$ cat src/sv/ket_pkg.sv
package ket_pkg;

    localparam int BTN_COUNT = 3;

    typedef enum logic [3:0] {
        OP_KEY_DOWN   = 4'd0,
        OP_KEY_UP     = 4'd1,
        OP_BTN_DOWN   = 4'd2,
        OP_BTN_UP     = 4'd3,
        OP_MOVE       = 4'd4,
        OP_TICK       = 4'd5,
        OP_CLR_KEYS   = 4'd6,
        OP_CLR_BTNS   = 4'd7,
        OP_KILL_KBD   = 4'd8,
        OP_KILL_MOUSE = 4'd9,
        OP_DIS_KEY    = 4'd10,
        OP_QUERY_KEY  = 4'd11,
        OP_QUERY_BTN  = 4'd12
    } t_opcode;

    typedef struct packed {
        logic               key_on;
        logic               key_off;
        logic               key_push;
        logic               key_release;
        logic               key_usable;
        logic               mouse_on;
        logic               mouse_off;
        logic               mouse_push;
        logic               mouse_release;
        logic signed [15:0] pointer_x;
        logic signed [15:0] pointer_y;
    } t_result;

endpackage

$ cat src/sv/ket_out_buf.sv
module ket_out_buf (
    input  logic             i_clk,
    input  logic             i_rst_n,
    input  logic             i_in_valid,
    output logic             o_in_ready,
    input  ket_pkg::t_result i_data,
    output logic             o_out_valid,
    input  logic             i_out_ready,
    output ket_pkg::t_result o_data
);
    import ket_pkg::*;

    logic    r_main_valid;
    logic    r_skid_valid;
    t_result r_main;
    t_result r_skid;
    logic    n_main_valid;
    logic    n_skid_valid;
    t_result n_main;
    t_result n_skid;
    logic    in_acc;
    logic    main_free;

    assign o_in_ready  = !r_skid_valid;
    assign o_out_valid = r_main_valid;
    assign o_data      = r_main;
    assign in_acc      = i_in_valid && !r_skid_valid;
    assign main_free   = !r_main_valid || i_out_ready;

    always_comb begin
        n_main_valid = r_main_valid;
        n_skid_valid = r_skid_valid;
        n_main       = r_main;
        n_skid       = r_skid;
        if (main_free) begin
            if (r_skid_valid) begin
                n_main_valid = 1'b1;
                n_main       = r_skid;
                n_skid_valid = 1'b0;
            end else begin
                n_main_valid = in_acc;
                n_main       = i_data;
            end
        end else if (in_acc) begin
            n_skid_valid = 1'b1;
            n_skid       = i_data;
        end
    end

    always_ff @(posedge i_clk) begin
        if (!i_rst_n) begin
            r_main_valid <= 1'b0;
            r_skid_valid <= 1'b0;
        end else begin
            r_main_valid <= n_main_valid;
            r_skid_valid <= n_skid_valid;
        end
        r_main <= n_main;
        r_skid <= n_skid;
    end

    a_skid_needs_main: assert property (@(posedge i_clk) disable iff (!i_rst_n)
        r_skid_valid |-> r_main_valid)
        else $error("skid item held with empty main stage");

    a_skid_moves_up: assert property (@(posedge i_clk) disable iff (!i_rst_n)
        r_skid_valid && i_out_ready |=> r_main_valid && r_main == $past(r_skid))
        else $error("skid item not promoted in order");

    a_skid_kept: assert property (@(posedge i_clk) disable iff (!i_rst_n)
        r_skid_valid && !i_out_ready |=> r_skid_valid && r_skid == $past(r_skid))
        else $error("skid item lost while stalled");

endmodule

$ cat src/sv/key_edge_tracker.sv
// key and pointer state tracker, one event or query per item
// input channel: i_in_valid / o_in_ready with opcode, key code, button and
//   move coordinates; output channel: o_out_valid / i_out_ready with the
//   query flags and the pointer position published at the last frame tick
// every item gives exactly one result item; flags are zero except for queries
// state changes at the edge the item is accepted; its result is registered
//   in the output stage (main register, or skid register while stalled)
// throughput is one item per cycle while the receiver takes results; all key
//   and button levels sit in flip-flop vectors, so a frame tick or a force
//   release updates every key in that single cycle
// a two-entry output stage holds results while the receiver stalls: one more
//   item is accepted after the output stalls, then o_in_ready drops until
//   the receiver takes a result
// synchronous reset clears every key and button level and disable mark,
//   enables keyboard and mouse, zeroes the pointer and empties the output
// key codes at or above KEY_COUNT are ignored by events and answer zero
module key_edge_tracker #(
    parameter int KEY_COUNT = 256
) (
    input  logic               i_clk,
    input  logic               i_rst_n,
    input  logic               i_in_valid,
    output logic               o_in_ready,
    input  logic [3:0]         i_opcode,
    input  logic [7:0]         i_key_code,
    input  logic [1:0]         i_button,
    input  logic signed [15:0] i_move_x,
    input  logic signed [15:0] i_move_y,
    output logic               o_out_valid,
    input  logic               i_out_ready,
    output logic               o_key_on,
    output logic               o_key_off,
    output logic               o_key_push,
    output logic               o_key_release,
    output logic               o_key_usable,
    output logic               o_mouse_on,
    output logic               o_mouse_off,
    output logic               o_mouse_push,
    output logic               o_mouse_release,
    output logic signed [15:0] o_pointer_x,
    output logic signed [15:0] o_pointer_y
);
    import ket_pkg::*;

    localparam int KW = (KEY_COUNT > 1) ? $clog2(KEY_COUNT) : 1;

    logic [KEY_COUNT-1:0] r_key_now;
    logic [KEY_COUNT-1:0] r_key_before;
    logic [KEY_COUNT-1:0] r_key_dis;
    logic [BTN_COUNT-1:0] r_btn_now;
    logic [BTN_COUNT-1:0] r_btn_before;
    logic                 r_kbd_en;
    logic                 r_mouse_en;
    logic signed [15:0]   r_pend_x;
    logic signed [15:0]   r_pend_y;
    logic signed [15:0]   r_shown_x;
    logic signed [15:0]   r_shown_y;

    logic [KEY_COUNT-1:0] n_key_now;
    logic [KEY_COUNT-1:0] n_key_before;
    logic [KEY_COUNT-1:0] n_key_dis;
    logic [BTN_COUNT-1:0] n_btn_now;
    logic [BTN_COUNT-1:0] n_btn_before;
    logic                 n_kbd_en;
    logic                 n_mouse_en;
    logic signed [15:0]   n_pend_x;
    logic signed [15:0]   n_pend_y;
    logic signed [15:0]   n_shown_x;
    logic signed [15:0]   n_shown_y;

    logic                 in_acc;
    logic                 key_ok;
    logic                 btn_ok;
    logic [KW-1:0]        key_idx;
    logic                 k_now;
    logic                 k_before;
    logic                 k_usable;
    logic                 k_en;
    logic                 b_now;
    logic                 b_before;
    t_result              res;
    t_result              out_data;

    assign in_acc  = i_in_valid && o_in_ready;
    assign key_ok  = (32'(i_key_code) < 32'(KEY_COUNT));
    assign btn_ok  = (i_button < 2'(BTN_COUNT));
    assign key_idx = KW'(i_key_code);

    assign k_now    = key_ok && r_key_now[key_idx];
    assign k_before = key_ok && r_key_before[key_idx];
    assign k_usable = key_ok && !r_key_dis[key_idx];
    assign k_en     = r_kbd_en && k_usable;
    assign b_now    = btn_ok && r_btn_now[i_button];
    assign b_before = btn_ok && r_btn_before[i_button];

    always_comb begin
        n_key_now    = r_key_now;
        n_key_before = r_key_before;
        n_key_dis    = r_key_dis;
        n_btn_now    = r_btn_now;
        n_btn_before = r_btn_before;
        n_kbd_en     = r_kbd_en;
        n_mouse_en   = r_mouse_en;
        n_pend_x     = r_pend_x;
        n_pend_y     = r_pend_y;
        n_shown_x    = r_shown_x;
        n_shown_y    = r_shown_y;
        res          = '0;
        case (t_opcode'(i_opcode))
            OP_KEY_DOWN: begin
                if (key_ok) n_key_now[key_idx] = 1'b1;
            end
            OP_KEY_UP: begin
                if (key_ok) n_key_now[key_idx] = 1'b0;
            end
            OP_BTN_DOWN: begin
                if (btn_ok) n_btn_now[i_button] = 1'b1;
            end
            OP_BTN_UP: begin
                if (btn_ok) n_btn_now[i_button] = 1'b0;
            end
            OP_MOVE: begin
                n_pend_x = i_move_x;
                n_pend_y = i_move_y;
            end
            OP_TICK: begin
                n_key_before = r_key_now;
                n_key_dis    = '0;
                n_btn_before = r_btn_now;
                n_shown_x    = r_pend_x;
                n_shown_y    = r_pend_y;
                n_kbd_en     = 1'b1;
                n_mouse_en   = 1'b1;
            end
            OP_CLR_KEYS: begin
                n_key_now    = '0;
                n_key_before = '0;
                n_key_dis    = '0;
            end
            OP_CLR_BTNS: begin
                n_btn_now = '0;
            end
            OP_KILL_KBD: begin
                n_kbd_en = 1'b0;
            end
            OP_KILL_MOUSE: begin
                n_mouse_en = 1'b0;
            end
            OP_DIS_KEY: begin
                if (key_ok) n_key_dis[key_idx] = 1'b1;
            end
            OP_QUERY_KEY: begin
                res.key_on      = k_en && k_now;
                res.key_off     = k_en && !k_now;
                res.key_push    = k_en && k_now && !k_before;
                res.key_release = k_en && !k_now && k_before;
                res.key_usable  = k_usable;
            end
            OP_QUERY_BTN: begin
                res.mouse_on      = btn_ok && r_mouse_en && b_now;
                res.mouse_off     = btn_ok && r_mouse_en && !b_now;
                res.mouse_push    = btn_ok && r_mouse_en && b_now && !b_before;
                res.mouse_release = btn_ok && r_mouse_en && !b_now && b_before;
            end
            default: begin
            end
        endcase
        res.pointer_x = n_shown_x;
        res.pointer_y = n_shown_y;
    end

    always_ff @(posedge i_clk) begin
        if (!i_rst_n) begin
            r_key_now    <= '0;
            r_key_before <= '0;
            r_key_dis    <= '0;
            r_btn_now    <= '0;
            r_btn_before <= '0;
            r_kbd_en     <= 1'b1;
            r_mouse_en   <= 1'b1;
            r_pend_x     <= '0;
            r_pend_y     <= '0;
            r_shown_x    <= '0;
            r_shown_y    <= '0;
        end else if (in_acc) begin
            r_key_now    <= n_key_now;
            r_key_before <= n_key_before;
            r_key_dis    <= n_key_dis;
            r_btn_now    <= n_btn_now;
            r_btn_before <= n_btn_before;
            r_kbd_en     <= n_kbd_en;
            r_mouse_en   <= n_mouse_en;
            r_pend_x     <= n_pend_x;
            r_pend_y     <= n_pend_y;
            r_shown_x    <= n_shown_x;
            r_shown_y    <= n_shown_y;
        end
    end

    ket_out_buf u_out_buf (
        .i_clk       (i_clk),
        .i_rst_n     (i_rst_n),
        .i_in_valid  (i_in_valid),
        .o_in_ready  (o_in_ready),
        .i_data      (res),
        .o_out_valid (o_out_valid),
        .i_out_ready (i_out_ready),
        .o_data      (out_data)
    );

    assign o_key_on        = out_data.key_on;
    assign o_key_off       = out_data.key_off;
    assign o_key_push      = out_data.key_push;
    assign o_key_release   = out_data.key_release;
    assign o_key_usable    = out_data.key_usable;
    assign o_mouse_on      = out_data.mouse_on;
    assign o_mouse_off     = out_data.mouse_off;
    assign o_mouse_push    = out_data.mouse_push;
    assign o_mouse_release = out_data.mouse_release;
    assign o_pointer_x     = out_data.pointer_x;
    assign o_pointer_y     = out_data.pointer_y;

    a_tick_enables: assert property (@(posedge i_clk) disable iff (!i_rst_n)
        in_acc && i_opcode == OP_TICK |=> r_kbd_en && r_mouse_en && r_key_dis == '0)
        else $error("frame tick left an input source disabled");

    a_clear_keys: assert property (@(posedge i_clk) disable iff (!i_rst_n)
        in_acc && i_opcode == OP_CLR_KEYS |=> r_key_now == '0 && r_key_before == '0)
        else $error("force release left a key level set");

    a_push_one_hot: assert property (@(posedge i_clk) disable iff (!i_rst_n)
        o_out_valid |-> $onehot0({o_key_on, o_key_off}) && !(o_key_push && !o_key_on)
            && !(o_key_release && !o_key_off))
        else $error("inconsistent key answer");

endmodule
$ cat config.mk
export PLATFORM = sky130hd
export DESIGN_NAME = key_edge_tracker
export DESIGN_NICKNAME = d
export VERILOG_FILES = /design/src/sv/ket_pkg.sv /design/src/sv/ket_out_buf.sv /design/src/sv/key_edge_tracker.sv
export SDC_FILE = /design/constraint.sdc
export NUM_CORES = 2
export LEC_CHECK = 0
export BUFFER_PORTS_ARGS = -buffer_cell sky130_fd_sc_hd__buf_2
export CAP_MARGIN = 15
export CORE_ASPECT_RATIO = 0.6
export CORE_UTILIZATION = 31
export CTS_CLUSTER_DIAMETER = 100
export DETAILED_ROUTE_END_ITERATION = 10
export PLACE_DENSITY_LB_ADDON = 0.08
export SLEW_MARGIN = 10
export SYNTH_ARGS = -nofsm -noshare
export SYNTH_HDL_FRONTEND = slang
export SYNTH_SLANG_ARGS = --single-unit
export TNS_END_PERCENT = 1
$ cat constraint.sdc
create_clock -name i_clk -period 11.2 [get_ports i_clk]
set_clock_uncertainty 0.2 [all_clocks]
set_input_delay 0 -clock i_clk [delete_from_list [all_inputs] [get_ports i_clk]]
set_output_delay 0 -clock i_clk [all_outputs]
set_load 0.1 [all_outputs]
## Word level (Yosys, flattened, before mapping)

Index checks and enable logic that the tools add are counted.

- Output and inout bits: 43
- Input port bits: 50
- Bits in registers: 924
- Logic and storage cells: 132

- Equality and inequality tests: 14
- Order comparisons: 5
- Bitwise gates (word level): 9
- Mux-type cells: 28
- Reduce and logical (&&, ||, !) cells: 41

Operators with widths:

| cell | number |
|---|---|
| $pmux W256 S2 | 2 |
| $pmux W256 S3 | 1 |
| $or A256 B256 Y256 | 2 |
| $and A256 B256 Y256 | 1 |
| $not A256 Y256 | 1 |
| $mux W41 | 1 |
| $mux W16 | 2 |
| $bmux W1 S8 | 3 |
| $eq A4 B4 Y1 const B | 5 |
| $eq A4 B3 Y1 const B | 4 |
| $reduce_and A2 Y1 | 8 |
| $logic_and A1 B1 Y1 | 15 |
| $lt A8 B9 Y1 const B | 1 |
| $pmux W3 S3 | 1 |
| $demux W1 S8 | 1 |
| $eq A4 B2 Y1 const B | 2 |
| $ge A8 B1 Y1 const B | 1 |
| $mux W1 | 8 |
| $reduce_bool A2 Y1 | 4 |
| $logic_not A1 Y1 | 7 |
| $mux W3 | 2 |
| $reduce_bool A3 Y1 | 2 |
| $mux W5 | 1 |
| $bmux W1 S2 | 2 |
| other kinds (16) | 20 |

## Longest topological paths before layout

- Depth in word-level cells: 8
- Gate-level depth with buffers: 11
- Gate-level depth less buffers: 7

## By module

Synthesis repeated with hierarchy kept, for this count alone.

- Cell total of the unflattened synthesis: 4,170
- Area, all modules: 41,035.6 µm²

By module, submodules not included:

| module | sequential area each (µm²) | times used | area each (µm²) | cells each |
|---|---|---|---|---|
| key_edge_tracker | 16,816.1 | 1 | 37,797.5 | 4,034 |
| ket_out_buf | 2,502.4 | 1 | 3,238.1 | 136 |

## Worst setup path after synthesis

Ideal clock, no wire load.

- Path kind: register to register
- Start: register u_out_buf.r_main_valid, in the netlist u_out_buf.o_out_valid
- End: register u_out_buf.r_skid[0] (netlist name) (enable)
- Path buffers: 0
- Slack: 6.510 ns
- Data required time: 10.561 ns
- Stages on the path, launching flop included: 3
- Clock period less this slack: 4.690 ns
- Data arrival time: 4.051 ns
- Setup time: 0.439 ns
- Cells stage by stage: dfxtp_1 nand2b_1 nor2_1

- Word-level cells in the longest chain between the ends: 4

RTL lines:

| element | RTL line | text |
|---|---|---|
| start: declaration | ket_out_buf.sv:13 | `logic r_main_valid;` |
| start signal: assignment | ket_out_buf.sv:55 | `r_main_valid <= n_main_valid;` |
| $logic_not A1 Y1 | ket_out_buf.sv:28 | `assign main_free = !r_main_valid \|\| i_out_ready;` |
| $logic_or A1 B1 Y1 | ket_out_buf.sv:28 |  |
| net u_out_buf.main_free | ket_out_buf.sv:22 | `logic main_free;` |
| $not A1 Y1 (no line) | -- |  |
| $reduce_and A2 Y1 (no line) | -- |  |
| end signal: assignment | ket_out_buf.sv:59 | `r_skid <= n_skid;` |
| end: declaration | ket_out_buf.sv:16 | `t_result r_skid;` |

The timed path passes the listed nets, and every way through them passes these cells.
A chain may end at the register's enable or synchronous reset.

## Final worst setup path

- Start: register u_out_buf.r_skid_valid
- End: register r_key_now[36]

- Word-level cells in the longest chain between the ends: 3

RTL lines:

| element | RTL line | text |
|---|---|---|
| start: declaration | ket_out_buf.sv:14 | `logic r_skid_valid;` |
| start signal: assignment | ket_out_buf.sv:56 | `r_skid_valid <= n_skid_valid;` |
| $logic_not A1 Y1 | ket_out_buf.sv:24 | `assign o_in_ready = !r_skid_valid;` |
| $logic_and A1 B1 Y1 | key_edge_tracker.sv:84 | `assign in_acc = i_in_valid && o_in_ready;` |
| $reduce_and A2 Y1 (no line) | -- |  |
| end signal: assignment | key_edge_tracker.sv:186 | `r_key_now <= n_key_now;` |
| end: declaration | key_edge_tracker.sv:47 | `logic [KEY_COUNT-1:0] r_key_now;` |

Every way passes these cells.

==> impl_results.md <==
* Peak per-stage delay on the critical path at ~0.93 ns
* Placer congestion estimate at around 0.8
* Least-Margin Pin Slew at 1.13 ns
* EDFF count, synth at just over 80
* DR pass1 iterations at 5
* Vias per Instance at approximately 5.5
* Max Slew Vio Count at 0
* Mapped cell area at about 41000 µm²
* Post-CTS Hold Buffers at approximately 110
* Crit path required time at 11.62 ns
* Avg Synthesized Cell Area at a little under 10 µm²
* Routed wire per std cell at between 20 and 25 µm
* Design area at roughly 47000 µm²
* Critical path class: register to register
* Hold Startpoint: i_in_valid
* WP data arrival at 5.27 ns
* Most common cell after layout, fill and taps aside: dfxtp_1
* GR Util met3 at 0.0486
* Initial antenna violation count at 4
* Synth async-reset ratio at 0
* Die Height at 283 µm
* Total number of vias at between 30000 and 40000
* Yosys cell types at 58
* Post-synthesis sequential area ratio at 0.474
* Num CTS Buffers at 94
* Pin count of the biggest net entering global routing at 178
* #FFs+latches synth at approximately 920
* PwrDens at 152 nW/µm²
* Slowest CP cell: buf_4
* Number of synthesis warnings at 0
* CTS resizes at 0
* DR iter-0 viols at between 3000 and 4000
* Clock sinks at 924
* CP dominant cell by count: buf_4
* First-pass GRT wire length at roughly 220000 µm
* GRT overflow at 0
* Port bufs at between 90 and 100
* Outcome: finished, final reports clean
* Hold Path Class: input pin to register
* Root buf cell: clkbuf_16
* M1 GR Usage at 0.349
* CTS tree: built
* Remaining antenna violation count at 0
* Crit share post-route at 0.433
* Die X at 470 µm
* Post-layout util at 0.360
* CP max FO at 76
* RSZ-0062 raised after global routing: no
* Commonest non-fill, non-tap cells in the layout: 842 x dfxtp_1, 563 x a22oi_1, 535 x nor2_1
* Global Route met2 Usage at 0.289
* Final setup violating endpoints at 0
* Layout cells sized above 1 at 0.139
* CP Launch Type: register
* # fillers at between 10000 and 15000
* Final net count at approximately 4200
* Global route hottest layer: met1
* Num ports at 93
* Vias in the first global route at roughly 30000
* Initial core utilization at 0.314
* Rel. slew slack at 0.244
* Detailed Place HPWL at 85500 µm
* CP bufs+invs at 4
* Final wirelength at around 150000 µm
* Clock latency on the worst-skew pair at 0.70 ns
* CTS H-tree lvls at 3
* Most used flip-flop cell after synthesis: dfxtp_1
* Area Growth Syn to Fin at 14.5%
* Syn Inst Count at around 4200
* Setup TNS at 0 ns
* Yosys top cell area share at 0.413
* Final hold vios at 0
* CP Launch Point: u_out_buf.r_skid_valid
* Max Buffers Root-to-Sink at 3
* Worst Setup End Kind: register
* Cell Area, Placed at between 40000 and 50000 µm²
* FP Rows at 102
* Area leader, netlist: dfxtp_1
* Fin crit period at approximately 4.9 ns
* CORE AREA at about 130000 µm²
* # DRC at 0
* Max Cap Viol at 0
* Critical Path, Cell by Cell: clkinv_1 > buf_4 > nand2_1 > or2_1 > nor4_2 > buf_4 > buf_4 > a22oi_1 > nor2b_1
* Worst-path clk slew at roughly 0.060 ns
* Total track usage at 0.218
* Postcts setup bufs at 0
* Highest clock rate at 206 MHz
* CP top delay family: buffers and inverters
* Maximum VDD drop at 94.3 µV
* Leakage at between 0.01 and 0.015 µW
* Die area at around 130000 µm²
* Syn nets at 4243
* Crit Reg-Reg Startpoint: u_out_buf.r_skid_valid
* Largest cells by area after synthesis: dfxtp_1 41%, a22oi_1 10%, mux4_2 10%
-- stage by stage --
step / setup WS, ns / power, µW / std cells / hold WS (ns)
floorplan: 6.51 / 3720 / 4193 / -0.0551
global placement: 6.32 / 3890 / 5679 / 0.0576
detailed placement: 6.12 / 3890 / 5679 / 0.0645
CTS: 6.34 / 7190 / 5953 / 0.0635
global route: 6.02 / 7350 / 5956 / 0.0875
finish: 6.35 / 7110 / 5957 / 0.0919
-- cells in the mapped netlist (all sizes together), types with 2 or more instances --
library cell and count:
mux2 77, nor3 12, o22a 3, a31oi 3
nand3 24, or2 2, a221oi 10, xor2 2
o41ai 3, buf 75, and3 2, a21boi 70
o211ai 2, nor2b 536, inv 4, mux4 182
clkbuf 319, a21oi 280, dfxtp 842, nor3b 3
o21ai 266, nand4 3, o22ai 4, edfxtp 82
and2 5, nand2b 10, a22o 8, nor4 9
or3 3, o31ai 4, a22oi 563, nor2 540
a211o 3, nand2 184, mux2i 39, nand3b 4
-- state kept, by name, summed over array words and instances, names as in the netlist --
register,flops
r_shown_y,16
u_out_buf.o_out_valid,1
r_mouse_en,1
r_key_dis,256
u_out_buf.r_skid_valid,1
r_btn_now,3
r_key_before,256
r_key_now,256
u_out_buf.o_data,41
r_kbd_en,1
r_pend_y,16
u_out_buf.r_skid,41
r_shown_x,16
r_btn_before,3
r_pend_x,16
-- cell families (layout without fill, tap and decap cells) --
family | count (synthesis) | after routing | share of synthesized area
compound gates | 1228 | 1228 | 0.194
xor+xnor | 2 | 2 | 0.000430
buf+inv | 399 | 443 | 0.0391
flops | 924 | 924 | 0.474
mux | 298 | 298 | 0.131
other cells | 0 | 4 | 0
simple gates | 1342 | 1342 | 0.161
-- final cells by class --
cell class | instances | area (µm²) | share of cell area
multi-input combinational | 2870 | 20000 | 0.428
sequential | 924 | 19300 | 0.414
clock buffer | 144 | 2820 | 0.0605
tap | 1716 | 2150 | 0.0460
timing repair buffer | 269 | 2120 | 0.0455
clock inverter | 25 | 279 | 0.00598
inverter | 5 | 18.8 | 0.000402
antenna | 4 | 10.0 | 0.000214
-- power by group --
group | total [µW] | internal [µW] | switching, µW | leakage, µW
Combinational | 485 | 126 | 358 | 0.00566
Sequential | 3350 | 3350 | 6.37 | 0.00760
Clock | 3270 | 1870 | 1410 | 0.00154
Total | 7110 | 5340 | 1770 | 0.0148
-- final timing paths --
path	endpoint	slack (ns)	cells after the start
worst max register to register	r_key_now[36]	6.35	9
worst min-delay path	u_out_buf.o_out_valid	0.09	4
worst min register to register	r_shown_x[7]	0.26	2
worst max-delay path	r_key_now[36]	6.35	9
-- routing by layer --
layer / wire length (µm) / share of wire
met5: 0 / 0
met2: 57700 / 0.39
met4: 2550 / 0.017
met1: 78400 / 0.53
met3: 9780 / 0.066
-- worst min-delay path, cell delays in order --
cell	delay, ns
dlygate4sd3_1	0.53
buf_2	0.16
nor2_1	0.07
a21boi_0	0.18
Note: power is estimated with default switching activity, not from simulation.
